**src/rtl/core/hlagc_pkg.sv**
```systemverilog
// ----------------------------------------------------------------------------
// hlagc_pkg
// Shared types and constants for the histogram linear AGC block.
// ----------------------------------------------------------------------------
package hlagc_pkg;

	localparam int PIXEL_BITS = 16;
	localparam int NBINS      = 1 << PIXEL_BITS;
	localparam int COUNT_BITS = 17;
	localparam int AVG_FRAMES = 16;
	localparam int SLOT_BITS  = $clog2(AVG_FRAMES);
	localparam int SUM_BITS   = PIXEL_BITS + SLOT_BITS;
	localparam int CNT_BITS   = PIXEL_BITS + 1;
	localparam int OUT_BITS   = 8;
	localparam int OUT_MAX    = 255;
	localparam int THR_BITS   = 17;
	localparam int ADDR_BITS  = 4;
	localparam int DATA_BITS  = 32;

	typedef logic [PIXEL_BITS-1:0] pix_t;

	typedef struct packed {
		logic [15:0] pixel;
		logic        frame_end;
	} item_t;

	typedef struct packed {
		logic [OUT_BITS-1:0] mapped_pixel;
		logic                mapped_frame_end;
	} result_t;

	typedef struct packed {
		logic [THR_BITS-1:0] min_threshold;
		logic [THR_BITS-1:0] max_threshold;
		logic                averaging_on;
	} cfg_t;

	typedef enum logic [1:0] {
		REG_MIN = 2'd0,
		REG_MAX = 2'd1,
		REG_AVG = 2'd2
	} reg_idx_t;

	typedef enum logic [3:0] {
		ST_CLEAR,
		ST_IDLE,
		ST_PIX,
		ST_SCAN,
		ST_RING,
		ST_SUM,
		ST_DIFF,
		ST_DIV,
		ST_BUILD
	} eng_state_t;

endpackage

```
**src/rtl/core/hlagc_outq.sv**
```systemverilog
// ----------------------------------------------------------------------------
// hlagc_outq
// Two-entry result queue between the engine and the result port.
// ----------------------------------------------------------------------------
module hlagc_outq import hlagc_pkg::*; (
	input  logic    clk,
	input  logic    arst_n,
	input  logic    enq,
	input  result_t enq_data,
	output logic    space,
	output logic    empty,
	input  logic    pop,
	output result_t head
);

	result_t    slot_q [2];
	logic       wr_q;
	logic       rd_q;
	logic [1:0] cnt_q;
	logic       deq;

	assign space = (cnt_q != 2'd2);
	assign empty = (cnt_q == 2'd0);
	assign deq   = pop && !empty;
	assign head  = slot_q[rd_q];

	always_ff @(posedge clk) begin
		if (enq) begin
			slot_q[wr_q] <= enq_data;
		end
	end

	always_ff @(posedge clk or negedge arst_n) begin
		if (!arst_n) begin
			wr_q  <= 1'b0;
			rd_q  <= 1'b0;
			cnt_q <= 2'd0;
		end else begin
			if (enq) wr_q <= !wr_q;
			if (deq) rd_q <= !rd_q;
			cnt_q <= cnt_q + {1'b0, enq} - {1'b0, deq};
		end
	end

endmodule

```
**config.mk**
```make
export PLATFORM = sky130hd
export DESIGN_NAME = hlagc_outq
export DESIGN_NICKNAME = d
export VERILOG_FILES = /design/src/rtl/core/hlagc_pkg.sv /design/src/rtl/core/hlagc_outq.sv
export SDC_FILE = /design/constraint.sdc
export NUM_CORES = 1
export LEC_CHECK = 0
export BUFFER_PORTS_ARGS = -buffer_cell sky130_fd_sc_hd__buf_2
export CAP_MARGIN = 20
export CELL_PAD_IN_SITES_DETAIL_PLACEMENT = 1
export CELL_PAD_IN_SITES_GLOBAL_PLACEMENT = 1
export CORE_UTILIZATION = 47
export CTS_BUF_LIST = sky130_fd_sc_hd__clkbuf_4 sky130_fd_sc_hd__clkbuf_8
export CTS_CLUSTER_DIAMETER = 120
export CTS_CLUSTER_SIZE = 25
export DETAILED_ROUTE_END_ITERATION = 12
export GPL_ROUTABILITY_DRIVEN = 1
export HOLD_SLACK_MARGIN = 0.1
export PLACE_DENSITY_LB_ADDON = 0.1
export SLEW_MARGIN = 20
export SYNTH_ARGS = -nofsm -noshare
export SYNTH_HDL_FRONTEND = slang
export SYNTH_SLANG_ARGS = --single-unit
```
**constraint.sdc**
```tcl
create_clock -name clk -period 4.1 [get_ports clk]
set_clock_uncertainty 0.2 [all_clocks]
set_input_delay 0.205 -clock clk [delete_from_list [all_inputs] [get_ports clk]]
set_output_delay 0.205 -clock clk [all_outputs]
set_load 0.01 [all_outputs]
```
==> results of run 1 <==
## worst max-delay path, stage by stage, from the launching register on
cell,delay [ns]
dfrtp_1,0.72
mux2_4,0.35
buf_2,0.14
## power groups by stage
| stage | registers, mW | logic (mW) | clock network, mW |
|---|---|---|---|
| after global routing | 0.360 | 0.262 | 0.115 |
| final | 0.352 | 0.239 | 0.105 |
| after global placement | 0.356 | 0.228 | 0 |
| after CTS | 0.353 | 0.243 | 0.110 |
| after detailed placement | 0.359 | 0.233 | 0 |
| after floorplan | 0.328 | 0.195 | 0 |
## synth_stat cells
cell,instances,area [um2]
and2_1,1,6.26
buf_6,1,11.3
dfrtp_1,4,100
edfxtp_1,18,541
ha_1,2,25.0
inv_1,2,7.51
mux2_4,9,135
nand2_1,1,3.75
nor2_1,1,3.75
nor2b_1,1,6.26
o21a_2,1,8.76
xnor2_1,2,17.5
xor2_1,2,17.5
## worst min-delay path by stage
stage | cells past startpoint | endpoint | start | slack [ns]
finish | 1 | wr_q$_DFFE_PN0P_ | wr_q$_DFFE_PN0P_ | 0.30
global route | 1 | wr_q$_DFFE_PN0P_ | wr_q$_DFFE_PN0P_ | 0.31
CTS | 1 | wr_q$_DFFE_PN0P_ | wr_q$_DFFE_PN0P_ | 0.30
detailed placement | 1 | cnt_q[0]$_DFF_PN0_ | arst_n | -0.18
global placement | 1 | cnt_q[0]$_DFF_PN0_ | arst_n | -0.18
floorplan | 0 | cnt_q[0]$_DFF_PN0_ | arst_n | -0.29
## layout make-up
class	count	area, um2	area share, %
Sequential cell	22	641	54.4
Timing Repair Buffer	36	245	20.8
Multi-Input combinational cell	20	224	19.0
Tap cell	25	31.3	2.65
Clock buffer	4	30.0	2.55
Inverter	2	7.51	0.637
## kinds of logic after synthesis
group	synth area share [%]
AOI/OAI and AO/OA	0.992
muxes	15.3
and+or+nand+nor	2.27
DFF	72.5
buffers and inverters	2.12
xor gates and xnor gates	3.97
adders and majority gates	2.83
## routing by layer
metal  up-vias  GRT usage (%)  wire, um
li1        242              -         -
met1       250           16.4       578
met2        11           27.8       805
met3         0           2.40        39
met4         0           3.64         0
met5         -              0         0
## flip-flops by register name, summed over array words and instances, names as in the netlist
register	flops
wr_q	1
slot_q	18
rd_q	1
cnt_q	2
## through the flow
stage / worst slack, ns / hold slack, ns / power [mW]
final: 2.19 / 0.296 / 0.696
after global routing: 2.12 / 0.313 / 0.737
after CTS: 2.18 / 0.299 / 0.706
after detailed placement: 2.39 / -0.180 / 0.592
after global placement: 2.42 / -0.180 / 0.583
after floorplan: 2.45 / -0.291 / 0.523
==> results.tsv, run 1 <==
stage	metric	value	unit
clock_network	post-cts sizing count	0	
logic_synthesis	combined area of all synthesized cells	883	um2
floorplan	Placeable Area	0.00175	mm2
placed_design	Final GP Congestion	0.634	
global_route	number of global-route vias before repair	518	
clock_network	maximum level of the CTS H-tree	1	
timing	setup TNS	0	ns
final_layout	Ant. Diodes	0	
clock_network	post-cts hold buffer count	13	
final_layout	post-route cell area	0.00118	mm2
status	result of the run	complete, no violations	
final_layout	most frequent standard cell in the layout excluding fill and tap cells	buf_2	
setup_path	CP endpoint kind	output pin	
setup_path	worst-path fanout max	10	
timing	max_slew headroom	44.7	%
global_route	antenna violations before repair	0	
logic_synthesis	register bit total from synthesis	22	
clock_network	cell chosen for the clock root	clkbuf_4	
setup_path	required time of the worst setup path	3.69	ns
clock_network	number of buffers created by CTS	3	
timing	Period minus WS final	1.91	ns
drt	count of routing violations after the opening detailed-route iteration	2	
final_layout	commonest non-fill, non-tap cells in the layout	buf_2, edfxtp_1, dlygate4sd3_1	
global_route	gr ovfl total	0	
drt	DRC	0	
placed_design	number of port buffers	23	
setup_path	type of the setup path with the least slack	flop to output pin	
power	switching share of power	29.8	%
timing	setup-violating endpoint count in the final report	0	
power	Leak	0.503	nW
setup_path	Critical path origin	rd_q$_DFFE_PN0P_	
placed_design	HPWL after detailed placement	904	um
global_route	GRT Resource Usage Total	14.5	%
timing	share of the clock period used by the worst path after layout	46.5	%
global_route	global-route wire length before repair	2.08	mm
floorplan	count of standard-cell rows	15	
floorplan	starting density of the core	50.6	%
logic_synthesis	Yosys Warn Count	0	
timing	number of pins with negative max-slew slack in the final report	0	
setup_path	R2R Path Start	cnt_q[1]$_DFF_PN0_	
clock_network	clock tree from TritonCTS	done	
power	Gate power share	34.3	%
drt	Routed WL per cell	13.1	um
placed_design	total instance count after detailed placement	92	
logic_synthesis	Seq/Total Area, Yosys	72.5	%
floorplan	die area	0.00206	mm2
setup_path	Worst R2R Path Depth	6	
final_layout	number of non-filler instances in the completed layout	109	
min_path	worst min path class	flop to flop	
logic_synthesis	Synth Area per Inst	19.6	um2
setup_path	arrival time at the worst endpoint	1.50	ns
drt	total wire length	1.42	mm
final_layout	Final Net Count	100	
drt	Post-DRT Antenna Nets	0	
setup_path	Startpoint Class	flop	
timing	unrepaired setup endpoints after global routing	false	
power	net switching power of the design	207	uW
drt	number of vias per cell	4.61	
power	Power Internal	489	uW
final_layout	share of the core filled with cells	67.5	%
final_layout	fraction of final layout cells with drive strength greater than 1	44.0	%
setup_path	endpoint of the worst setup timing path	head[8]	
power	total power divided by cell area	590	mW/mm2
timing	transition time at the pin with the least slew margin	0.828	ns
drt	count of vias placed by the detailed router	503	
clock_network	number of buffers inserted to repair setup after CTS	0	
power	fraction of power consumed by the clock network	15.1	%
floorplan	top-level port count	24	
drt	router iterations before antenna repair	2	
final_layout	Layout Area Growth over Synthesis	33.4	%
timing	Final Hold Fails	0	
logic_synthesis	synthesized instance count	45	
clock_network	clock sink total	22	
floorplan	chip width	45.4	um
timing	Fmax achieved	0.525	GHz
placed_design	standard cell area after detailed placement	0.00102	mm2
clock_network	buffers from clock root to sink, at most	2	
setup_path	end of the worst register-to-register path	cnt_q[1]$_DFF_PN0_	
clock_network	clock latency on the worst-skew pair	0.29	ns
floorplan	Die Ht	45.4	um
flow_run	max-cap violations	0	
final_layout	fillcell total	168	
logic_synthesis	number of unique standard cell types used by synthesis	13	
logic_synthesis	post-synthesis net count	60	
clock_network	clock input transition at the sequential cells of the worst setup and hold paths	0.11	ns
power	register share of total power	50.6	%
global_route	pin count of the biggest net entering global routing	13	
setup_path	minimum setup slack among reg-to-reg paths	2.39	ns
power	maximum ir drop on the vdd rail	0.332	mV
Note: power is estimated with default switching activity, not from simulation.
==> inputs of run 2 (changes only) <==
--- a/config.mk
+++ b/config.mk
@@ -9,7 +9,7 @@
 export CAP_MARGIN = 20
 export CELL_PAD_IN_SITES_DETAIL_PLACEMENT = 1
 export CELL_PAD_IN_SITES_GLOBAL_PLACEMENT = 1
-export CORE_UTILIZATION = 47
+export CORE_UTILIZATION = 44
 export CTS_BUF_LIST = sky130_fd_sc_hd__clkbuf_4 sky130_fd_sc_hd__clkbuf_8
 export CTS_CLUSTER_DIAMETER = 120
 export CTS_CLUSTER_SIZE = 25
==> constraint.sdc (replaced) <==
create_clock -name clk -period 2 [get_ports clk]
set_clock_uncertainty 0.2 [all_clocks]
set_input_delay 0.1 -clock clk [delete_from_list [all_inputs] [get_ports clk]]
set_output_delay 0.1 -clock clk [all_outputs]
set_load 0.01 [all_outputs]
==> run 2 against run 1 <==
  * Sequential share of layout area is 0.51 points lower
  * Utilization is 1.5 points lower
  * Clock-buffer cell count is 1 lower
  * Cell area is 0.96% higher
  * Worst hold slack better by 0.0040 ns
  * Non-clock buffer count is 2 higher
  * Critical endpoint is now head[3]
  * Global-route usage is 1.9 points higher
  * Clock power is 89% higher
  * Register-to-register slack worse by 2.1 ns
==> results.tsv, run 2 (synthesis results as in run 1) <==
stage	metric	value	unit	change
timing	Fmax achieved	0.557	GHz	
global_route	GRT Resource Usage Total	16.4	%	+1.9 points
power	Leak	0.510	nW	+1.4%
status	result of the run	complete, no violations		
final_layout	share of the core filled with cells	66.0	%	-1.5 points
timing	Period minus WS final	1.79	ns	
final_layout	flip-flop count of the largest register, all copies and words added	18		unchanged
timing	worst slack on hold paths	0.300	ns	+0.00399 ns
final_layout	Layout Area Growth over Synthesis	34.7	%	
setup_path	arrival time at the worst endpoint	1.49	ns	about the same
global_route	global-route wire length before repair	2.27	mm	+9.3%
placed_design	total instance count after detailed placement	94		+2.2%
final_layout	fraction of final layout cells with drive strength greater than 1	44.2	%	+0.14 points
clock_network	clock input transition at the sequential cells of the worst setup and hold paths	0.12	ns	about the same
setup_path	type of the setup path with the least slack	flop to output pin		
setup_path	CP peak stage delay	0.51	ns	-0.21 ns
floorplan	top-level port count	24		unchanged
floorplan	die area	0.00219	mm2	+6.5%
clock_network	clock latency on the worst-skew pair	0.30	ns	about the same
timing	max_slew headroom	70.2	%	+26 points
drt	detailed-routing wirelength on met1	569	um	-1.6%
timing	Final Hold Fails	0		unchanged
floorplan	chip width	46.8	um	+3.2%
floorplan	starting density of the core	49.0	%	-1.6 points
min_path	worst min path class	flop to flop		
power	total power divided by cell area	1200	mW/mm2	+100%
clock_network	number of buffers inserted to repair setup after CTS	0		unchanged
drt	number of vias per cell	4.63		+0.35%
placed_design	HPWL after detailed placement	913	um	+0.98%
setup_path	Startpoint Class	flop		
global_route	antenna violations before repair	0		unchanged
setup_path	critical path cell sequence	buf_4 > mux2_4 > buf_2		
final_layout	Regs by FF count	slot_q x18, cnt_q x2		
final_layout	area occupied by multi-input gates	224	um2	unchanged
drt	DRC	0		unchanged
clock_network	post-cts sizing count	0		unchanged
placed_design	standard cell area after detailed placement	0.00103	mm2	+1.5%
floorplan	Placeable Area	0.00180	mm2	+3.2%
clock_network	buffers from clock root to sink, at most	2		unchanged
setup_path	worst-path fanout max	6		-4
timing	setup TNS	0	ns	unchanged
setup_path	CP endpoint kind	output pin		
drt	router iterations before antenna repair	3		+1
placed_design	Final GP Congestion	0.679		+7.0%
setup_path	cell with the largest stage delay on the worst path	dfrtp_1		
final_layout	number of non-filler instances in the completed layout	111		+1.8%
global_route	pin count of the biggest net entering global routing	13		unchanged
final_layout	fillcell total	188		+12%
setup_path	minimum setup slack among reg-to-reg paths	0.26	ns	-2.13 ns
drt	uppermost signal routing layer after detailed routing	met4		
clock_network	cell chosen for the clock root	clkbuf_4		
final_layout	Final Net Count	102		+2.0%
drt	count of routing violations after the opening detailed-route iteration	9		+7
final_layout	largest reg by FF count	slot_q		
final_layout	most frequent standard cell in the layout excluding fill and tap cells	buf_2		
drt	routed length on met3	51	um	+31%
global_route	number of global-route vias before repair	541		+4.4%
drt	Post-DRT Antenna Nets	0		unchanged
timing	unrepaired setup endpoints after global routing	false		
global_route	gr ovfl total	0		unchanged
setup_path	required time of the worst setup path	1.70	ns	-1.99 ns
drt	total met2 wirelength after detailed routing	833	um	+3.5%
timing	number of pins with negative max-slew slack in the final report	0		unchanged
floorplan	count of standard-cell rows	15		unchanged
clock_network	number of buffers created by CTS	3		unchanged
timing	transition time at the pin with the least slew margin	0.446	ns	-0.382 ns
clock_network	clock sink total	22		unchanged
floorplan	Die Ht	46.8	um	+3.2%
power	maximum ir drop on the vdd rail	0.666	mV	+100%
final_layout	FF+latch area	641	um2	unchanged
final_layout	commonest non-fill, non-tap cells in the layout	buf_2, edfxtp_1, dlygate4sd3_1		
timing	share of the clock period used by the worst path after layout	89.7	%	
drt	count of vias placed by the detailed router	514		+2.2%
clock_network	maximum level of the CTS H-tree	1		unchanged
placed_design	number of port buffers	23		unchanged
final_layout	post-route cell area	0.00119	mm2	+0.96%
final_layout	Ant. Diodes	0		unchanged
timing	setup-violating endpoint count in the final report	0		unchanged
clock_network	clock tree from TritonCTS	done		
drt	Routed WL per cell	13.2	um	+1.4%
drt	total wire length	1.47	mm	+3.2%
flow_run	max-cap violations	0		unchanged
-- run 2: cell types whose count changed in the layout (fill, tap and decap cells not counted), sizes merged --
| cell | before | now |
|---|---|---|
| clkbuf | 4 | 3 |
| clkinv | 0 | 1 |
| buf | 23 | 25 |
-- run 2: report_power, final --
part | internal (mW) | switching (mW)
clock | 0.0727 | 0.125
combinational | 0.305 | 0.238
sequential | 0.623 | 0.0703
total | 1.00 | 0.433
-- run 2: metrics by stage --
stage	setup WS [ns]	power [mW]
3_3_place_gp	0.322	1.22
4_1_cts	0.195	1.45
2_1_floorplan	0.352	1.07
5_1_grt	0.133	1.53
6_report	0.206	1.43
3_5_place_dp	0.267	1.24
-- run 2: metal layers --
| metal | up-vias | GRT usage (%) |
|---|---|---|
| met1 | 254 | 16.9 |
| met3 | 2 | 3.85 |
| met4 | 0 | 10.3 |
| met2 | 12 | 29.7 |
| li1 | 246 | - |
| met5 | - | 0 |
-- run 2: path summary, 6_finish.rpt --
path / start / to / depth (start not counted)
max: rd_q$_DFFE_PN0P_ / head[3] / 3
min: wr_q$_DFFE_PN0P_ / wr_q$_DFFE_PN0P_ / 1
min in group asynchronous: arst_n / wr_q$_DFFE_PN0P_ / 3
max in group asynchronous: arst_n / cnt_q[0]$_DFF_PN0_ / 3
max reg2reg: cnt_q[1]$_DFF_PN0_ / cnt_q[1]$_DFF_PN0_ / 6
min reg2reg: wr_q$_DFFE_PN0P_ / wr_q$_DFFE_PN0P_ / 1
-- run 2: area by class of cell --
type                       instances  area share, %
clock inverter                     1          0.315
clock buffer                       3           1.89
inverter                           2          0.631
sequential                        22           53.8
multi-input combinational         20           18.8
tap                               25           2.63
timing repair buffer              38           21.9
-- run 2: critical path: cells and delay by family (launching register included) --
kind	cells	cell delay, ns
buffers and inverters	2	0.37
flip-flops	1	0.51
multiplexers	1	0.31
-- run 2: what timing repair did --
action / 4_1_cts / 5_1_grt
endpoints found under the hold margin: 26 / 0
hold buffers: 13 / 0
setup endpoints to repair: 0 / 0
==> inputs of run 3 (changes only) <==
--- a/config.mk
+++ b/config.mk
@@ -16,7 +16,7 @@
 export DETAILED_ROUTE_END_ITERATION = 12
 export GPL_ROUTABILITY_DRIVEN = 1
 export HOLD_SLACK_MARGIN = 0.1
-export PLACE_DENSITY_LB_ADDON = 0.1
+export PLACE_DENSITY = 0.78
 export SLEW_MARGIN = 20
 export SYNTH_ARGS = -nofsm -noshare
 export SYNTH_HDL_FRONTEND = slang
==> run 3 against run 2 <==
  * Critical path depth is the same
  * Sequential share of layout area shrank 0.78 points
  * Utilization increased by 0.97 points
  * Routed wire length rose by 7.7%
  * Worst setup slack worse by 0.043 ns
  * Largest power group unchanged
==> results.tsv, run 3 (synthesis results as in run 1) <==
stage	metric	value	unit	change
min_path	worst min path class	primary input to flop		
final_layout	largest reg by FF count	slot_q		
timing	setup-violating endpoint count in the final report	0		unchanged
setup_path	worst-path fanout max	6		unchanged
global_route	GRT Resource Usage Total	16.5	%	+0.15 points
timing	unrepaired setup endpoints after global routing	false		
floorplan	Die Ht	46.8	um	unchanged
min_path	HP Start	enq_data[3]		
setup_path	Startpoint Class	flop		
drt	total wire length	1.58	mm	+7.7%
floorplan	starting density of the core	49.0	%	unchanged
global_route	pin count of the biggest net entering global routing	13		unchanged
power	fraction of power consumed by the clock network	16.5	%	+2.7 points
clock_network	post-cts sizing count	0		unchanged
timing	Period minus WS final	1.84	ns	+0.0431 ns
global_route	gr ovfl total	0		unchanged
global_route	global-route wire length before repair	2.37	mm	+4.5%
drt	number of vias per cell	4.73		+2.2%
power	register share of total power	46.6	%	-1.8 points
setup_path	Critical path origin	rd_q$_DFFE_PN0P_		
final_layout	Regs by FF count	slot_q x18, cnt_q x2		
timing	max_slew headroom	70.7	%	+0.43 points
placed_design	HPWL after detailed placement	991	um	+8.5%
timing	number of pins with negative max-slew slack in the final report	0		unchanged
drt	count of vias placed by the detailed router	530		+3.1%
floorplan	chip width	46.8	um	unchanged
power	maximum ir drop on the vdd rail	0.719	mV	+8.0%
final_layout	most frequent standard cell in the layout excluding fill and tap cells	buf_2		
timing	Fmax achieved	0.544	GHz	-2.3%
final_layout	fraction of final layout cells with drive strength greater than 1	46.0	%	+1.8 points
power	Power Internal	1.04	mW	+4.4%
timing	Final Hold Fails	0		unchanged
drt	count of routing violations after the opening detailed-route iteration	9		unchanged
drt	DRC	0		unchanged
placed_design	number of port buffers	23		unchanged
global_route	number of global-route vias before repair	505		-6.7%
status	result of the run	complete, no violations		
setup_path	arrival time at the worst endpoint	1.54	ns	+0.05 ns
flow_run	max-cap violations	0		unchanged
clock_network	buffers from clock root to sink, at most	2		unchanged
floorplan	Placeable Area	0.00180	mm2	unchanged
timing	share of the clock period used by the worst path after layout	91.8	%	+2.2 points
clock_network	clock tree from TritonCTS	done		
power	switching share of power	30.7	%	+0.48 points
setup_path	R2R Path Start	cnt_q[1]$_DFF_PN0_		
clock_network	number of buffers created by CTS	3		unchanged
drt	Routed WL per cell	14.1	um	+6.7%
drt	router iterations before antenna repair	4		+1
power	Gate power share	37.0	%	-0.8 points
clock_network	cell chosen for the clock root	clkbuf_4		
setup_path	required time of the worst setup path	1.70	ns	about the same
placed_design	Final GP Congestion	0.661		-2.7%
timing	setup TNS	0	ns	unchanged
power	total power divided by cell area	1250	mW/mm2	+3.6%
final_layout	commonest non-fill, non-tap cells in the layout	buf_2, edfxtp_1, dlygate4sd3_1		
final_layout	share of the core filled with cells	67.0	%	+0.97 points
clock_network	clock input transition at the sequential cells of the worst setup and hold paths	0.12	ns	about the same
global_route	antenna violations before repair	0		unchanged
floorplan	die area	0.00219	mm2	unchanged
setup_path	type of the setup path with the least slack	flop to output pin		
power	Leak	0.521	nW	+2.1%
clock_network	clock sink total	22		unchanged
power	net switching power of the design	462	uW	+6.8%
clock_network	maximum level of the CTS H-tree	1		unchanged
floorplan	count of standard-cell rows	15		unchanged
final_layout	Layout Area Growth over Synthesis	36.7	%	
setup_path	CP endpoint kind	output pin		
clock_network	number of buffers inserted to repair setup after CTS	0		unchanged
clock_network	clock latency on the worst-skew pair	0.31	ns	about the same
floorplan	top-level port count	24		unchanged
final_layout	Ant. Diodes	0		unchanged
timing	transition time at the pin with the least slew margin	0.440	ns	-0.00647 ns
drt	Post-DRT Antenna Nets	0		unchanged
final_layout	flip-flop count of the largest register, all copies and words added	18		unchanged
final_layout	Final Net Count	103		+0.98%
==> run 3: cell count changes in the layout (fill, tap and decap cells not counted), sizes merged <==
| cell | before | now |
|---|---|---|
| buf | 25 | 26 |
| clkbuf | 3 | 4 |
| clkinv | 1 | 0 |
==> run 3: cell type report <==
class,count,area (um2)
inverters,2,7.51
repair buffers,39,268
multi-input cells,20,224
clock buffers,4,36.3
flip-flops and latches,22,641
well taps,25,31.3
fillers,181,594
==> run 3: final timing paths <==
| check | slack [ns] | end | depth (start not counted) |
|---|---|---|---|
| setup / recovery | 0.16 | head[0] | 3 |
| hold / removal | 0.31 | slot_q[1][3]$_DFFE_PP_ | 2 |
| setup reg to reg | 0.25 | cnt_q[1]$_DFF_PN0_ | 6 |
| hold reg to reg | 0.33 | wr_q$_DFFE_PN0P_ | 1 |
| max in group asynchronous | 0.92 | wr_q$_DFFE_PN0P_ | 3 |
| min in group asynchronous | 0.49 | rd_q$_DFFE_PN0P_ | 3 |
==> run 3: critical path, cell delays in order (launching register included) <==
cell	delay [ns]
dfrtp_1	0.55
buf_4	0.24
mux2_4	0.30
buf_2	0.14
==> run 3: routing by layer <==
metal  track usage (%)  wire [um]  vias to the layer above
met4              8.57         29                        0
li1                  -          -                      249
met2              28.6        808                       15
met3              2.31         53                        3
met1              20.2        690                      263
met5                 0          0                        -
==> run 3: timing repair <==
item | CTS | global route
hold buffers | 13 | 0
endpoints found under the hold margin | 26 | 0
setup endpoints to repair | 0 | 0
==> run 3: per-stage QoR <==
stage / power (mW) / std cells / hold slack, ns / worst slack (ns) / area, um2
global placement: 1.23 / 95 / -0.290 / 0.324 / 1040
global route: 1.59 / 112 / 0.317 / 0.106 / 1210
detailed placement: 1.25 / 95 / -0.287 / 0.286 / 1040
floorplan: 1.07 / 45 / -0.396 / 0.352 / 883
finish: 1.51 / 112 / 0.310 / 0.163 / 1210
CTS: 1.51 / 112 / 0.290 / 0.155 / 1210
==> run 3: power by group through the flow <==
stage	registers, mW	clock network [mW]	logic (mW)
CTS	0.699	0.251	0.562
global placement	0.701	0	0.525
finish	0.702	0.248	0.557
floorplan	0.672	0	0.400
global route	0.713	0.259	0.615
detailed placement	0.709	0	0.538
