==> config.mk <==
export PLATFORM = sky130hd
export DESIGN_NAME = hlagc_front
export DESIGN_NICKNAME = d
export VERILOG_FILES = /design/src/rtl/core/hlagc_pkg.sv /design/src/rtl/core/hlagc_front.sv
export SDC_FILE = /design/constraint.sdc
export NUM_CORES = 1
export LEC_CHECK = 0
export BUFFER_PORTS_ARGS = -buffer_cell sky130_fd_sc_hd__buf_2
export CORE_MARGIN = 1
export CORE_UTILIZATION = 45
export CTS_CLUSTER_DIAMETER = 150
export DETAILED_ROUTE_END_ITERATION = 8
export GPL_TIMING_DRIVEN = 0
export PLACE_DENSITY_LB_ADDON = 0.1
export RECOVER_POWER = 50
export SLEW_MARGIN = 20
export SYNTH_ARGS = -nofsm -noshare
export SYNTH_HDL_FRONTEND = slang
export SYNTH_SLANG_ARGS = --single-unit
export TNS_END_PERCENT = 20
==> constraint.sdc <==
create_clock -name clk -period 1.7 [get_ports clk]
set_input_delay 0 -clock clk [delete_from_list [all_inputs] [get_ports clk]]
set_output_delay 0 -clock clk [all_outputs]
set_load 0.01 [all_outputs]
==> src/rtl/core/hlagc_pkg.sv <==
// ----------------------------------------------------------------------------
// hlagc_pkg
// Shared types and constants for the histogram linear AGC block.
// ----------------------------------------------------------------------------
package hlagc_pkg;

	localparam int PIXEL_BITS = 16;
	localparam int NBINS      = 1 << PIXEL_BITS;
	localparam int COUNT_BITS = 17;
	localparam int AVG_FRAMES = 16;
	localparam int SLOT_BITS  = $clog2(AVG_FRAMES);
	localparam int SUM_BITS   = PIXEL_BITS + SLOT_BITS;
	localparam int CNT_BITS   = PIXEL_BITS + 1;
	localparam int OUT_BITS   = 8;
	localparam int OUT_MAX    = 255;
	localparam int THR_BITS   = 17;
	localparam int ADDR_BITS  = 4;
	localparam int DATA_BITS  = 32;

	typedef logic [PIXEL_BITS-1:0] pix_t;

	typedef struct packed {
		logic [15:0] pixel;
		logic        frame_end;
	} item_t;

	typedef struct packed {
		logic [OUT_BITS-1:0] mapped_pixel;
		logic                mapped_frame_end;
	} result_t;

	typedef struct packed {
		logic [THR_BITS-1:0] min_threshold;
		logic [THR_BITS-1:0] max_threshold;
		logic                averaging_on;
	} cfg_t;

	typedef enum logic [1:0] {
		REG_MIN = 2'd0,
		REG_MAX = 2'd1,
		REG_AVG = 2'd2
	} reg_idx_t;

	typedef enum logic [3:0] {
		ST_CLEAR,
		ST_IDLE,
		ST_PIX,
		ST_SCAN,
		ST_RING,
		ST_SUM,
		ST_DIFF,
		ST_DIV,
		ST_BUILD
	} eng_state_t;

endpackage

==> src/rtl/core/hlagc_front.sv <==
// ----------------------------------------------------------------------------
// hlagc_front
// Two-entry input queue; takes pixel requests and hands them to the engine.
// ----------------------------------------------------------------------------
module hlagc_front import hlagc_pkg::*; (
	input  logic  clk,
	input  logic  arst_n,
	input  logic  push,
	input  logic  [15:0] pixel,
	input  logic  frame_end,
	input  logic  hold,
	output logic  full,
	output item_t deq_item,
	output logic  deq_vld,
	input  logic  deq_pop
);

	item_t      slot_q [2];
	logic       wr_q;
	logic       rd_q;
	logic [1:0] cnt_q;
	logic       enq;

	// refuse requests while the engine clears its memories after reset
	assign full     = (cnt_q == 2'd2) || hold;
	assign enq      = push && !full;
	assign deq_vld  = (cnt_q != 2'd0);
	assign deq_item = slot_q[rd_q];

	always_ff @(posedge clk) begin
		if (enq) begin
			slot_q[wr_q] <= '{pixel: pixel, frame_end: frame_end};
		end
	end

	always_ff @(posedge clk or negedge arst_n) begin
		if (!arst_n) begin
			wr_q  <= 1'b0;
			rd_q  <= 1'b0;
			cnt_q <= 2'd0;
		end else begin
			if (enq) wr_q <= !wr_q;
			if (deq_pop) rd_q <= !rd_q;
			cnt_q <= cnt_q + {1'b0, enq} - {1'b0, deq_pop};
		end
	end

endmodule

==> results.txt, run 1 <==
* Cell count after synthesis: a little over 70
- The share of synthesized area in the top cell type comes to roughly 69%.
* Arrival time of data at the critical path endpoint: roughly 1.9 ns
- Final weighted congestion in routability-driven placement: ~0.65
- Summing over every cut layer, the via total after detailed routing is 834.
* Final min period: 1.630 ns
* Global-route wire length before repair: 3.705 mm
- Routed wire length per instance: approximately 13 microns
* Outcome: finished, final reports clean
* Critical path fanouts, max: 4
* Post-synthesis average cell area: ~21 sq um
- Violation count after the first detailed-route iteration: 8
- Summing the areas of all fa, ha and maj instances in the mapped netlist gives 1.692% of the synthesized area.
* CP max stage delay: 0.41 ns
- Net count, final: 166
* Total global-route track usage: 15.80%
* Transition time at the pin with the least slew margin: roughly 0.42 ns
- Largest family of logic cells by synthesized area: multiplexers
* Setup violators final: 0
- The floorplan step defined a core boundary enclosing 3078 sq um.
- Yosys mapped the design onto 14 distinct sky130hd cell types.
* Clock tree from TritonCTS: done
- The count of cells in the finished layout, fillers not included, comes to approximately 190.
- Routed wire length: 2.434 mm
- Vias in the first global route: 807
- Crit. End Element: register
- Diodes inserted: 0
* Antenna violations before repair: 0
* Worst setup path category: reg2reg
* Number of warnings issued by yosys: 0
* Area fraction in compound gates after synthesis: 0%
- Across the routed clock network, the largest skew measured is 0.008842 ns.
- Buffers placed on the I/O ports in this run total 40.
* Unrepaired setup endpoints after global routing: true
- Main flop type after synthesis: sky130_fd_sc_hd__edfxtp_1
- The floorplan step defined a die boundary enclosing 3519 sq um.
- Final hold violations: 0
- The number of nets handed over by synthesis was 95.
* Clk Latency, worst-skew pair: 0.33 ns
* Max IR drop VDD: 0.0007318 V
* Mux cell area share after synthesis: 15.23%
- Clock-pin slew was measured on the worst setup and hold paths at 0.10 ns.
- Pwr Density: 1317 nW/um^2
- Height of the chip: 59.33 microns
- Max-slew violation count: 0
- Of the total synthesized cell area, the portion taken by XOR and XNOR cells is 2.369%.
* CP bufs+invs: 1
- Summed over all nets, the half-perimeter wirelength after detailed placement is 1.533 mm.
- Total CTS buffers: 5
* Area added between synthesis and finish: 37.56%
- FFs w/ async S/R, synth: 10.53%
- The number of placed instances, taps included, is approximately 160.
* Commonest cells in the synthesized netlist: sky130_fd_sc_hd__edfxtp_1, sky130_fd_sc_hd__mux2_4, sky130_fd_sc_hd__mux2_2, sky130_fd_sc_hd__dfrtp_1, sky130_fd_sc_hd__xnor2_1
- Antenna-violating nets left: 0
- sky130_fd_sc_hd__edfxtp_1 is the most common cell in the netlist.
- Across the run, the number of max-cap violations was 0.
- For this run, the register share of the synthesized area comes to 75.80%.
- Final period util: 95.89%
* Number of placement rows: 20
* Number of synthesized register bits: 38
* Effective utilization at floorplan: 48.05%
- End-of-flow core utilization: 66.10%
- For this design the static power due to leakage is 0.7941 nW.
- Depth of the CTS H-tree: 2
- Most area-hungry cell type in the Yosys netlist: sky130_fd_sc_hd__edfxtp_1
* Relative slew margins: 72.04%
* Sequence of cells on the critical path: nand2b_1 -> nand3b_1 -> ha_1 -> inv_1 -> ha_2 -> xnor2_2 -> xnor2_1
- Worst min path class: in2reg
- Maximum number of pins on one net before global-route repair: 13
- Top cells by area, synth: sky130_fd_sc_hd__edfxtp_1, sky130_fd_sc_hd__mux2_4, sky130_fd_sc_hd__dfrtp_1
* Overflow left after global routing: 0
- In this run the cell area of the synthesized design comes to approximately 1500 sq um.
- No sink is reached through more buffers than the 2 on the longest clock path.
- Count of TritonRoute iterations in the first routing pass: 4
* Cell type group with the largest total delay on the critical path: adder cells
* Vias per cell: 4.460
- Clk Tree Root Cell: sky130_fd_sc_hd__clkbuf_4
- Data required time at the worst endpoint: 1.92 ns
- The clock net in this run drives a total of 38 sinks.
- Share of layout cells above drive strength 1: 44.76%
* Highest achievable clock rate: 613.4 MHz
* Boundary pin count: 41
- For this run, design rule violations remaining after detail routing come to 0.
* Post-Synth Simple-Gate Area: 2.284%
* Overall die width: 59.33 microns
* Startpoint class of the critical path: register
* Post-synth EDFFs: 34
- CP max stage cell: sky130_fd_sc_hd__dfrtp_1
layout by cell type, fill, tap and decap left out, types with 2 or more instances in the layout:
cell                            synthesis  routed
sky130_fd_sc_hd__edfxtp_1              34      34
sky130_fd_sc_hd__buf_2                  0      29
sky130_fd_sc_hd__dlygate4sd3_1          0      20
sky130_fd_sc_hd__clkbuf_1               0      11
sky130_fd_sc_hd__mux2_4                 9       9
sky130_fd_sc_hd__mux2_2                 8       8
sky130_fd_sc_hd__clkbuf_4               0       5
sky130_fd_sc_hd__dfrtp_1                4       4
sky130_fd_sc_hd__nand2b_1               2       2
sky130_fd_sc_hd__inv_1                  2       2
sky130_fd_sc_hd__xnor2_1                3       2
sky130_fd_sc_hd__nor2_2                 0       2
sky130_fd_sc_hd__buf_8                  0       2
sky130_fd_sc_hd__buf_4                  0       2
state kept, by name, indices dropped and copies added, names as in the netlist:
register  cells
slot_q       34
rd_q          1
wr_q          1
cnt_q         2
what timing repair did:
item                                    in CTS  in global routing
resized for setup                            0                  2
buffers inserted                             0                  2
hold buffers                                20                  0
hold endpoints to repair                    39                  0
endpoints found under the setup margin       0                 20
tightest hold or removal path: stages:
cell and delay [ns]:
sky130_fd_sc_hd__buf_2 0.09, sky130_fd_sc_hd__nand3b_1 0.20, sky130_fd_sc_hd__xnor2_1 0.09
per-stage QoR:
stage          TNS (ns)  instance area [sq um]  worst slack [ns]  total power [W]  hold WS (ns)
3_5_place_dp          0                   1769           0.08358         0.002193       -0.1890
5_1_grt        -0.04444                   2034          -0.04444         0.002833       0.07670
6_report              0                   2034           0.06980         0.002680       0.08465
2_1_floorplan    -2.346                   1479          -0.06901         0.001891       -0.2956
4_1_cts               0                   2023           0.04595         0.002660       0.05888
3_3_place_gp     -17.28                   1734           -0.5091         0.002140       -0.1913
routing by layer:
layer | up-vias | global-route usage [%] | wire (microns)
met3 | 2 | 6.114 | 105
met2 | 24 | 26.00 | 1309
li1 | 407 | - | -
met1 | 401 | 17.31 | 987
met5 | - | 0 | 0
met4 | 0 | 9.184 | 31
kinds of logic after synthesis:
kind of cell             count (synthesis)
XOR/XNOR                                 4
adder cells (fa/ha/maj)                  2
multiplexers                            17
AND/OR/NAND/NOR                          6
buffers and inverters                    4
flip-flops                              38
worst paths after layout:
| path | from | end | slack [ns] | depth (start not counted) |
|---|---|---|---|---|
| setup / recovery | cnt_q[1] | cnt_q[1] | 0.07 | 7 |
| hold / removal | push | wr_q | 0.08 | 3 |
| setup reg to reg | cnt_q[1] | cnt_q[1] | 0.07 | 7 |
| hold reg to reg | wr_q | wr_q | 0.53 | 1 |
| max in group asynchronous | arst_n | wr_q | 0.95 | 3 |
| min in group asynchronous | arst_n | rd_q | 0.58 | 3 |
power breakdown:
| group | leakage [nW] | switching, W | total, W | internal [W] |
|---|---|---|---|---|
| combinational | 0.408 | 0.000446 | 0.00101 | 0.000563 |
| clock | 0.0286 | 0.000280 | 0.000434 | 0.000154 |
| sequential | 0.357 | 0.0000553 | 0.00124 | 0.00118 |
layout make-up:
cell class	instances	area, sq um
Tap cell	44	55.05
Timing Repair Buffer	64	431.7
Clock inverter	3	16.27
Inverter	2	7.507
Buffer	2	31.28
Clock buffer	5	37.54
Sequential cell	38	1121
Fill cell	252	1044
Multi-Input combinational cell	29	334.1
No activity file was read; power rests on OpenSTA's default activity.
==> run 2, diff against run 1 <==
--- a/config.mk
+++ b/config.mk
@@ -8,10 +8,11 @@
 export BUFFER_PORTS_ARGS = -buffer_cell sky130_fd_sc_hd__buf_2
 export CORE_MARGIN = 1
 export CORE_UTILIZATION = 45
+export CTS_BUF_LIST = sky130_fd_sc_hd__clkbuf_16
 export CTS_CLUSTER_DIAMETER = 150
 export DETAILED_ROUTE_END_ITERATION = 8
 export GPL_TIMING_DRIVEN = 0
-export PLACE_DENSITY_LB_ADDON = 0.1
+export PLACE_DENSITY = 0.7
 export RECOVER_POWER = 50
 export SLEW_MARGIN = 20
 export SYNTH_ARGS = -nofsm -noshare
==> run 2 against run 1 <==
Compared with the run above:
- total power up 13%
- sequential cell count is the same
- maximum frequency shrank 6.2%
- combinational power decreased by 8%
- sequential power about the same
- register-to-register slack got worse by 0.11 ns
- global-route usage rose by 0.25 points
- critical path type unchanged
- worst hold slack better by 0.0063 ns
- sequential share of layout area decreased by 1.0 points
- largest cell class unchanged
- the flow now finishes with violations (negative setup slack)
==> results.txt, run 2 (same netlist as run 1, synthesis figures left out) <==
- The run finished, with violations left.
- Failing checks: negative setup slack
* Highest achievable clock rate: 575.6 MHz
- Boundary pin count: a little over 40
* Final min period: 1.737 ns
- Post-CTS clock slew at the launch and capture registers of the worst setup and hold paths: around 0.06 ns
* Global-route wire length before repair: approximately 3.7 mm
- The max-slew violation count is 0.
* Total number of cells along the worst setup path: 7
* Antenna violations before repair: 0
- Cells fill 67.36% of the core in the end.
- The final layout contains routed wiring with a total length of 2.362 mm.
- Clk Tree Root Cell: sky130_fd_sc_hd__clkbuf_16
* Number of sinks on the clock net: 38
- The worst setup path is launched from a register.
- After detailed routing, the average wire length per cell comes to approximately 13 microns.
- The post-route netlist has 47.10% of its cells at a drive strength greater than 1.
* Vias per cell: ~4.5
- Worst-case reg-to-reg path depth: 7
- In this run the power density over the cells is 1463 nW/um^2.
* CP max stage delay: 0.40 ns
- Crit. End Element: register
- Data required time at the worst endpoint: 1.90 ns
- The worst setup path is of the reg2reg kind.
- After the last flow step, the layout net total stands at between 150 and 200.
- Port Buffers: 40
* Violation count after the first detailed-route iteration: 11
* Unrepaired setup endpoints after global routing: true
- Data arrives at the worst endpoint at 1.93 ns.
- Leakage power of the design: 0.8278 nW
* DRC violations left: 0
- From synthesis to final layout, the design area changed by 40.19%.
* Sequence of cells on the critical path: nand2b_1 -> nand3b_1 -> ha_1 -> inv_1 -> ha_1 -> xnor2_1 -> xnor2_1
- The share of total power dissipated in combinational logic is 30.6%.
- Via count: between 800 and 900
* CP bufs+invs: 1
- Largest register by flop count: slot_q
- Clk Latency, worst-skew pair: 0.28 ns
- Vias in the first global route: 808
- Buffer levels on the longest clock path: 2
- The filler cells instantiated in the layout total about 240.
- Power dissipated by switching net loads: 0.0008062 W
- Final weighted congestion in routability-driven placement: 0.6669
- Among cell families on the critical path, the largest total delay comes from adder cells.
- Final period util: 102.2%
* Biggest regs: slot_q: 34 flops, cnt_q: 2 flops
* Max IR drop VDD: 0.0008342 V
* Core Footprint: 3078 sq um
- Effective utilization at floorplan: 48.05%
- In the layout the commonest cells are sky130_fd_sc_hd__buf_2, sky130_fd_sc_hd__edfxtp_1, sky130_fd_sc_hd__dlygate4sd3_1.
* PnR worst setup slack: -0.03720 ns
* Count of TritonRoute iterations in the first routing pass: 3
* Total global-route track usage: approximately 16%
- In this run the remaining antenna-violating nets after routing total 0.
- The share of total power dissipated in the clock network is 28.1%.
- Critical path fanouts, max: 4
- Total CTS buffers: 5
* Post-Place Cells: around 160
* Depth of the CTS H-tree: 2
- The internal power of the cells totals 0.002226 W.
- Number of placement rows: 20
- The clock arrives with 0.005562 ns of skew.
* Max FFs per register: 34
- Placed wire-length estimate after detailed placement: ~1.5 mm
- Post-route insts no fill: 182
* Max capacitance violation total: 0
- TritonCTS built the clock tree.
- Worst min path class: in2async
- Diodes inserted: 0
- Maximum number of pins on one net before global-route repair: 18
* Relative contribution of sequential cells to total power: 41.2%
- Most frequent standard cell in the layout excluding fill and tap cells: sky130_fd_sc_hd__buf_2
* Die ar.: 3519 sq um
- Relative slew margins: 65.56%
* Height of the chip: a little under 60 microns
- For this design, the slowest cell found on the critical path is sky130_fd_sc_hd__dfrtp_1.
- The hold violation count in the final report was 0.
* Fraction of power spent switching nets: 26.59%
* Setup violators final: 1
* Transition time at the pin with the least slew margin: 0.5153 ns
- Overall die width: 59.33 microns
- For this run the aggregate overflow at the end of global routing stands at 0.
## run 2: cell count changes in the layout (fill, tap and decap cells not counted), sizes merged
| cell | previous run | this run |
|---|---|---|
| clkinvlp | 1 | 0 |
| buf | 35 | 38 |
| dlygate4sd3 | 20 | 19 |
| inv | 2 | 3 |
| clkbuf | 16 | 9 |
## run 2: final timing paths
| path | startpoint | endpoint | slack, ns |
|---|---|---|---|
| worst min-delay path | arst_n | wr_q | 0.09 |
| worst max-delay path | cnt_q[1] | cnt_q[1] | -0.04 |
| min in group clk | push | wr_q | 0.20 |
| worst max register to register | cnt_q[1] | cnt_q[1] | -0.04 |
| worst min register to register | cnt_q[0] | cnt_q[0] | 0.52 |
| max in group asynchronous | arst_n | cnt_q[1] | 1.41 |
## run 2: repair_timing
action / in CTS / in global routing
resized for setup: 0 / 2
hold buffers: 19 / 0
buffers inserted: 0 / 0
endpoints found under the setup margin: 34 / 35
hold endpoints to repair: 39 / 0
## run 2: area by class of cell
| cell class | instances | area (sq um) | area share, % |
|---|---|---|---|
| Clock buffer | 5 | 125.1 | 6.035 |
| Timing Repair Buffer | 59 | 386.6 | 18.65 |
| Tap cell | 44 | 55.05 | 2.655 |
| Multi-Input combinational cell | 29 | 334.1 | 16.11 |
| Inverter | 2 | 7.507 | 0.3621 |
| Clock inverter | 3 | 12.51 | 0.6035 |
| Sequential cell | 38 | 1121 | 54.07 |
| Buffer | 2 | 31.28 | 1.509 |
## run 2: through the flow
stage / setup TNS (ns) / hold slack [ns] / power (W) / area [sq um] / setup slack [ns]
CTS: -5.306 / 0.04963 / 0.003059 / 2067 / -0.1602
global route: -1.052 / 0.1082 / 0.003189 / 2073 / -0.1799
finish: -0.03720 / 0.09093 / 0.003032 / 2073 / -0.03720
detailed placement: -4.843 / -0.1867 / 0.002168 / 1739 / -0.1444
floorplan: -2.346 / -0.2956 / 0.001891 / 1479 / -0.06901
global placement: -15.90 / -0.1936 / 0.002126 / 1734 / -0.4686
## run 2: per-layer routing
| layer | global-route usage, % | vias to the layer above | share of wire (%) |
|---|---|---|---|
| met1 | 16.32 | 386 | 40 |
| li1 | - | 398 | - |
| met3 | 7.642 | 6 | 5.8 |
| met4 | 10.20 | 0 | 2.4 |
| met2 | 26.32 | 22 | 52 |
| met5 | 0 | - | 0 |
## run 2: power groups by stage
| stage | Combinational (W) | Sequential (W) | Clock (W) |
|---|---|---|---|
| global placement | 0.000873 | 0.00125 | 0 |
| floorplan | 0.000644 | 0.00125 | 0 |
| CTS | 0.000936 | 0.00125 | 0.000875 |
| detailed placement | 0.000903 | 0.00126 | 0 |
| finish | 0.000929 | 0.00125 | 0.000853 |
| global route | 0.00100 | 0.00127 | 0.000921 |
==> run 3, diff against run 2 <==
--- a/config.mk
+++ b/config.mk
@@ -7,12 +7,12 @@
 export LEC_CHECK = 0
 export BUFFER_PORTS_ARGS = -buffer_cell sky130_fd_sc_hd__buf_2
 export CORE_MARGIN = 1
-export CORE_UTILIZATION = 45
+export CORE_UTILIZATION = 54
 export CTS_BUF_LIST = sky130_fd_sc_hd__clkbuf_16
 export CTS_CLUSTER_DIAMETER = 150
 export DETAILED_ROUTE_END_ITERATION = 8
 export GPL_TIMING_DRIVEN = 0
-export PLACE_DENSITY = 0.7
+export PLACE_DENSITY = 0.79
 export RECOVER_POWER = 50
 export SLEW_MARGIN = 20
 export SYNTH_ARGS = -nofsm -noshare
==> constraint.sdc (replaced) <==
create_clock -name clk -period 2.08 [get_ports clk]
set_input_delay 0 -clock clk [delete_from_list [all_inputs] [get_ports clk]]
set_output_delay 0 -clock clk [all_outputs]
set_load 0.01 [all_outputs]
==> run 3 against run 2 <==
Compared with the run above:
- the flow now finishes without violations
- die area shrank 16%
- count of clock-buffer cells in the layout is the same
- register-to-register slack gained 0.28 ns
- sequential cell count is the same
- critical endpoint is now slot_q[1][16]
- largest cell class unchanged
- largest power group unchanged
==> results.txt, run 3 (same netlist as run 1, synthesis figures left out) <==
- Final hold violations: 0
- Final period util: 88.41%
* Arrival time of data at the critical path endpoint: 1.74 ns
* DRC violations left: 0
- Core Footprint: 2522 sq um
- Final min period: 1.839 ns
- Post-route insts no fill: approximately 170
* Highest-count cells in the layout ignoring fill and taps: sky130_fd_sc_hd__edfxtp_1, sky130_fd_sc_hd__clkbuf_1, sky130_fd_sc_hd__buf_2
- TritonCTS built the clock tree.
* Post-CTS clock slew at the launch and capture registers of the worst setup and hold paths: approximately 0.05 ns
* Fill count: approximately 150
- The flow ran to the end, and the final reports show no timing, DRC or antenna violations.
- Overflow left after global routing: 0
- Total CTS buffers: 5
- The repair_antennas step left the layout with diodes totalling 0.
- Global-route wire length before repair: 3.767 mm
- Die ar.: 2952 sq um
- End-of-flow core utilization: 79.91%
- Total global-route track usage: between 20% and 30%
- Routed wire length per instance: roughly 15 microns
* Cell area after placement: around 1700 sq um
* Maximum number of pins on one net before global-route repair: 18
- Post-Place Cells: around 140
- Largest register by flop count: slot_q
- For the worst setup path, the data required time is 1.98 ns.
- Pwr Density: 1204 nW/um^2
- Share of layout cells above drive strength 1: 33.33%
* Number of placement rows: 18
* Critical path fanouts, max: 17
- Boundary pin count: 41
* Startpoint class of the critical path: register
- Overall die width: 54.33 microns
* Setup violators final: 0
- Worst min path class: in2async
* Effective utilization at floorplan: about three fifths
* Clk Latency, worst-skew pair: about 0.27 ns
- Clock skew after layout: 0.004147 ns
* Highest achievable clock rate: 543.8 MHz
- The register with the most flip-flops in the layout has 34 of them.
- In the routed layout, each cell is associated on average with a via count of 5.030.
- The congestion estimate from routability-driven global placement came to 0.5924.
* Max-slew violation count: 0
* Antenna-violating nets left: 0
- VDD sags by at most between 0.001 and 0.0015 V.
* Routed wire length: 2.586 mm
- Count of TritonRoute iterations in the first routing pass: 4
- Leakage power of the design: 0.7702 nW
* Biggest regs: slot_q: 34 flops, cnt_q: 2 flops
* Via count: 845
* Height of the chip: approximately 54 microns
- Depth of the CTS H-tree: 2
- From synthesis to final layout, the design area changed by 36.29%.
* Placed wire-length estimate after detailed placement: between 1 and 1.5 mm
* Clk Tree Root Cell: sky130_fd_sc_hd__clkbuf_16
* Transition time at the pin with the least slew margin: 0.8760 ns
- Antenna violations before repair: 0
- The detailed router finished its first iteration with 18 violations.
- Post-route cell area: 2016 sq um
- Max capacitance violation total: 0
- The setup path with the least slack is of type reg2reg.
- Number of sinks on the clock net: 38
* Port Buffers: 40
- Counting along the longest clock path gives a buffer depth of 2.
* Relative slew margins: 41.54%
- Net count, final: 161
- Leaving out fill and tap cells, the most frequent cell in the layout is sky130_fd_sc_hd__edfxtp_1.
- Crit. End Element: register
- Adding up every negative setup slack in the final design gives 0 ns.
- The number of global-route vias before repair was 848.
* Unrepaired setup endpoints after global routing: false
[run 3: changes by cell type in the layout (fill, tap and decap cells not counted)]
cell,before,now
sky130_fd_sc_hd__buf_1,0,1
sky130_fd_sc_hd__buf_2,36,20
sky130_fd_sc_hd__buf_6,1,0
sky130_fd_sc_hd__clkbuf_1,3,20
sky130_fd_sc_hd__clkbuf_2,1,0
sky130_fd_sc_hd__clkinv_1,1,3
sky130_fd_sc_hd__clkinv_2,1,0
sky130_fd_sc_hd__inv_1,3,2
sky130_fd_sc_hd__nor2_2,0,2
sky130_fd_sc_hd__nor2_4,2,0
[run 3: layout make-up]
class	count	area (sq um)	share of cell area [%]
inverter	2	7.507	0.3724
sequential	38	1121	55.62
timing repair buffer	59	365.4	18.13
buffer	2	23.77	1.179
tap	30	37.54	1.862
multi-input combinational	29	324.1	16.08
clock buffer	5	125.1	6.207
clock inverter	3	11.26	0.5587
[run 3: metal layers]
metal	global-route usage [%]	routed length, microns	vias up	share of wire [%]
li1	-	-	402	-
met1	21.32	1012	410	39
met2	32.93	1411	29	55
met3	8.889	133	4	5.1
met4	11.54	29	0	1.1
met5	0	0	-	0
[run 3: where the power goes]
group	internal (W)	total (W)	leakage, nW	switching (W)
Combinational	0.000383	0.000726	0.347	0.000342
Clock	0.000430	0.000680	0.0663	0.000250
Sequential	0.000971	0.00102	0.357	0.0000493
[run 3: final timing paths]
| path | cells after the start | slack, ns | to | startpoint |
|---|---|---|---|---|
| setup / recovery | 3 | 0.24 | slot_q[1][16] | cnt_q[1] |
| hold / removal | 2 | 0.11 | cnt_q[1] | arst_n |
| setup reg to reg | 3 | 0.24 | slot_q[1][16] | cnt_q[1] |
| hold reg to reg | 1 | 0.53 | wr_q | wr_q |
| max in group asynchronous | 2 | 1.77 | wr_q | arst_n |
| min in group clk | 3 | 0.17 | wr_q | push |
[run 3: repair_timing]
action / CTS / global route
setup buffers: 0 / 0
endpoints found under the setup margin: 0 / 0
hold endpoints to repair: 39 / 0
gates resized for setup: 0 / 0
hold buffers: 19 / 0
[run 3: metrics by stage]
step / total power, W / setup slack (ns) / hold slack, ns
floorplan: 0.001545 / 0.3110 / -0.2956
global placement: 0.001737 / -0.07927 / -0.1940
detailed placement: 0.001768 / 0.2512 / -0.1839
CTS: 0.002485 / 0.2343 / 0.05988
global route: 0.002541 / 0.1105 / 0.1160
finish: 0.002426 / 0.2411 / 0.1070
[run 3: worst max-delay path, cell delays in order, from the launching register on]
cell	delay [ns]
sky130_fd_sc_hd__dfrtp_1	0.40
sky130_fd_sc_hd__nand2b_1	0.10
sky130_fd_sc_hd__nand3b_1	0.21
sky130_fd_sc_hd__nor2_2	0.74
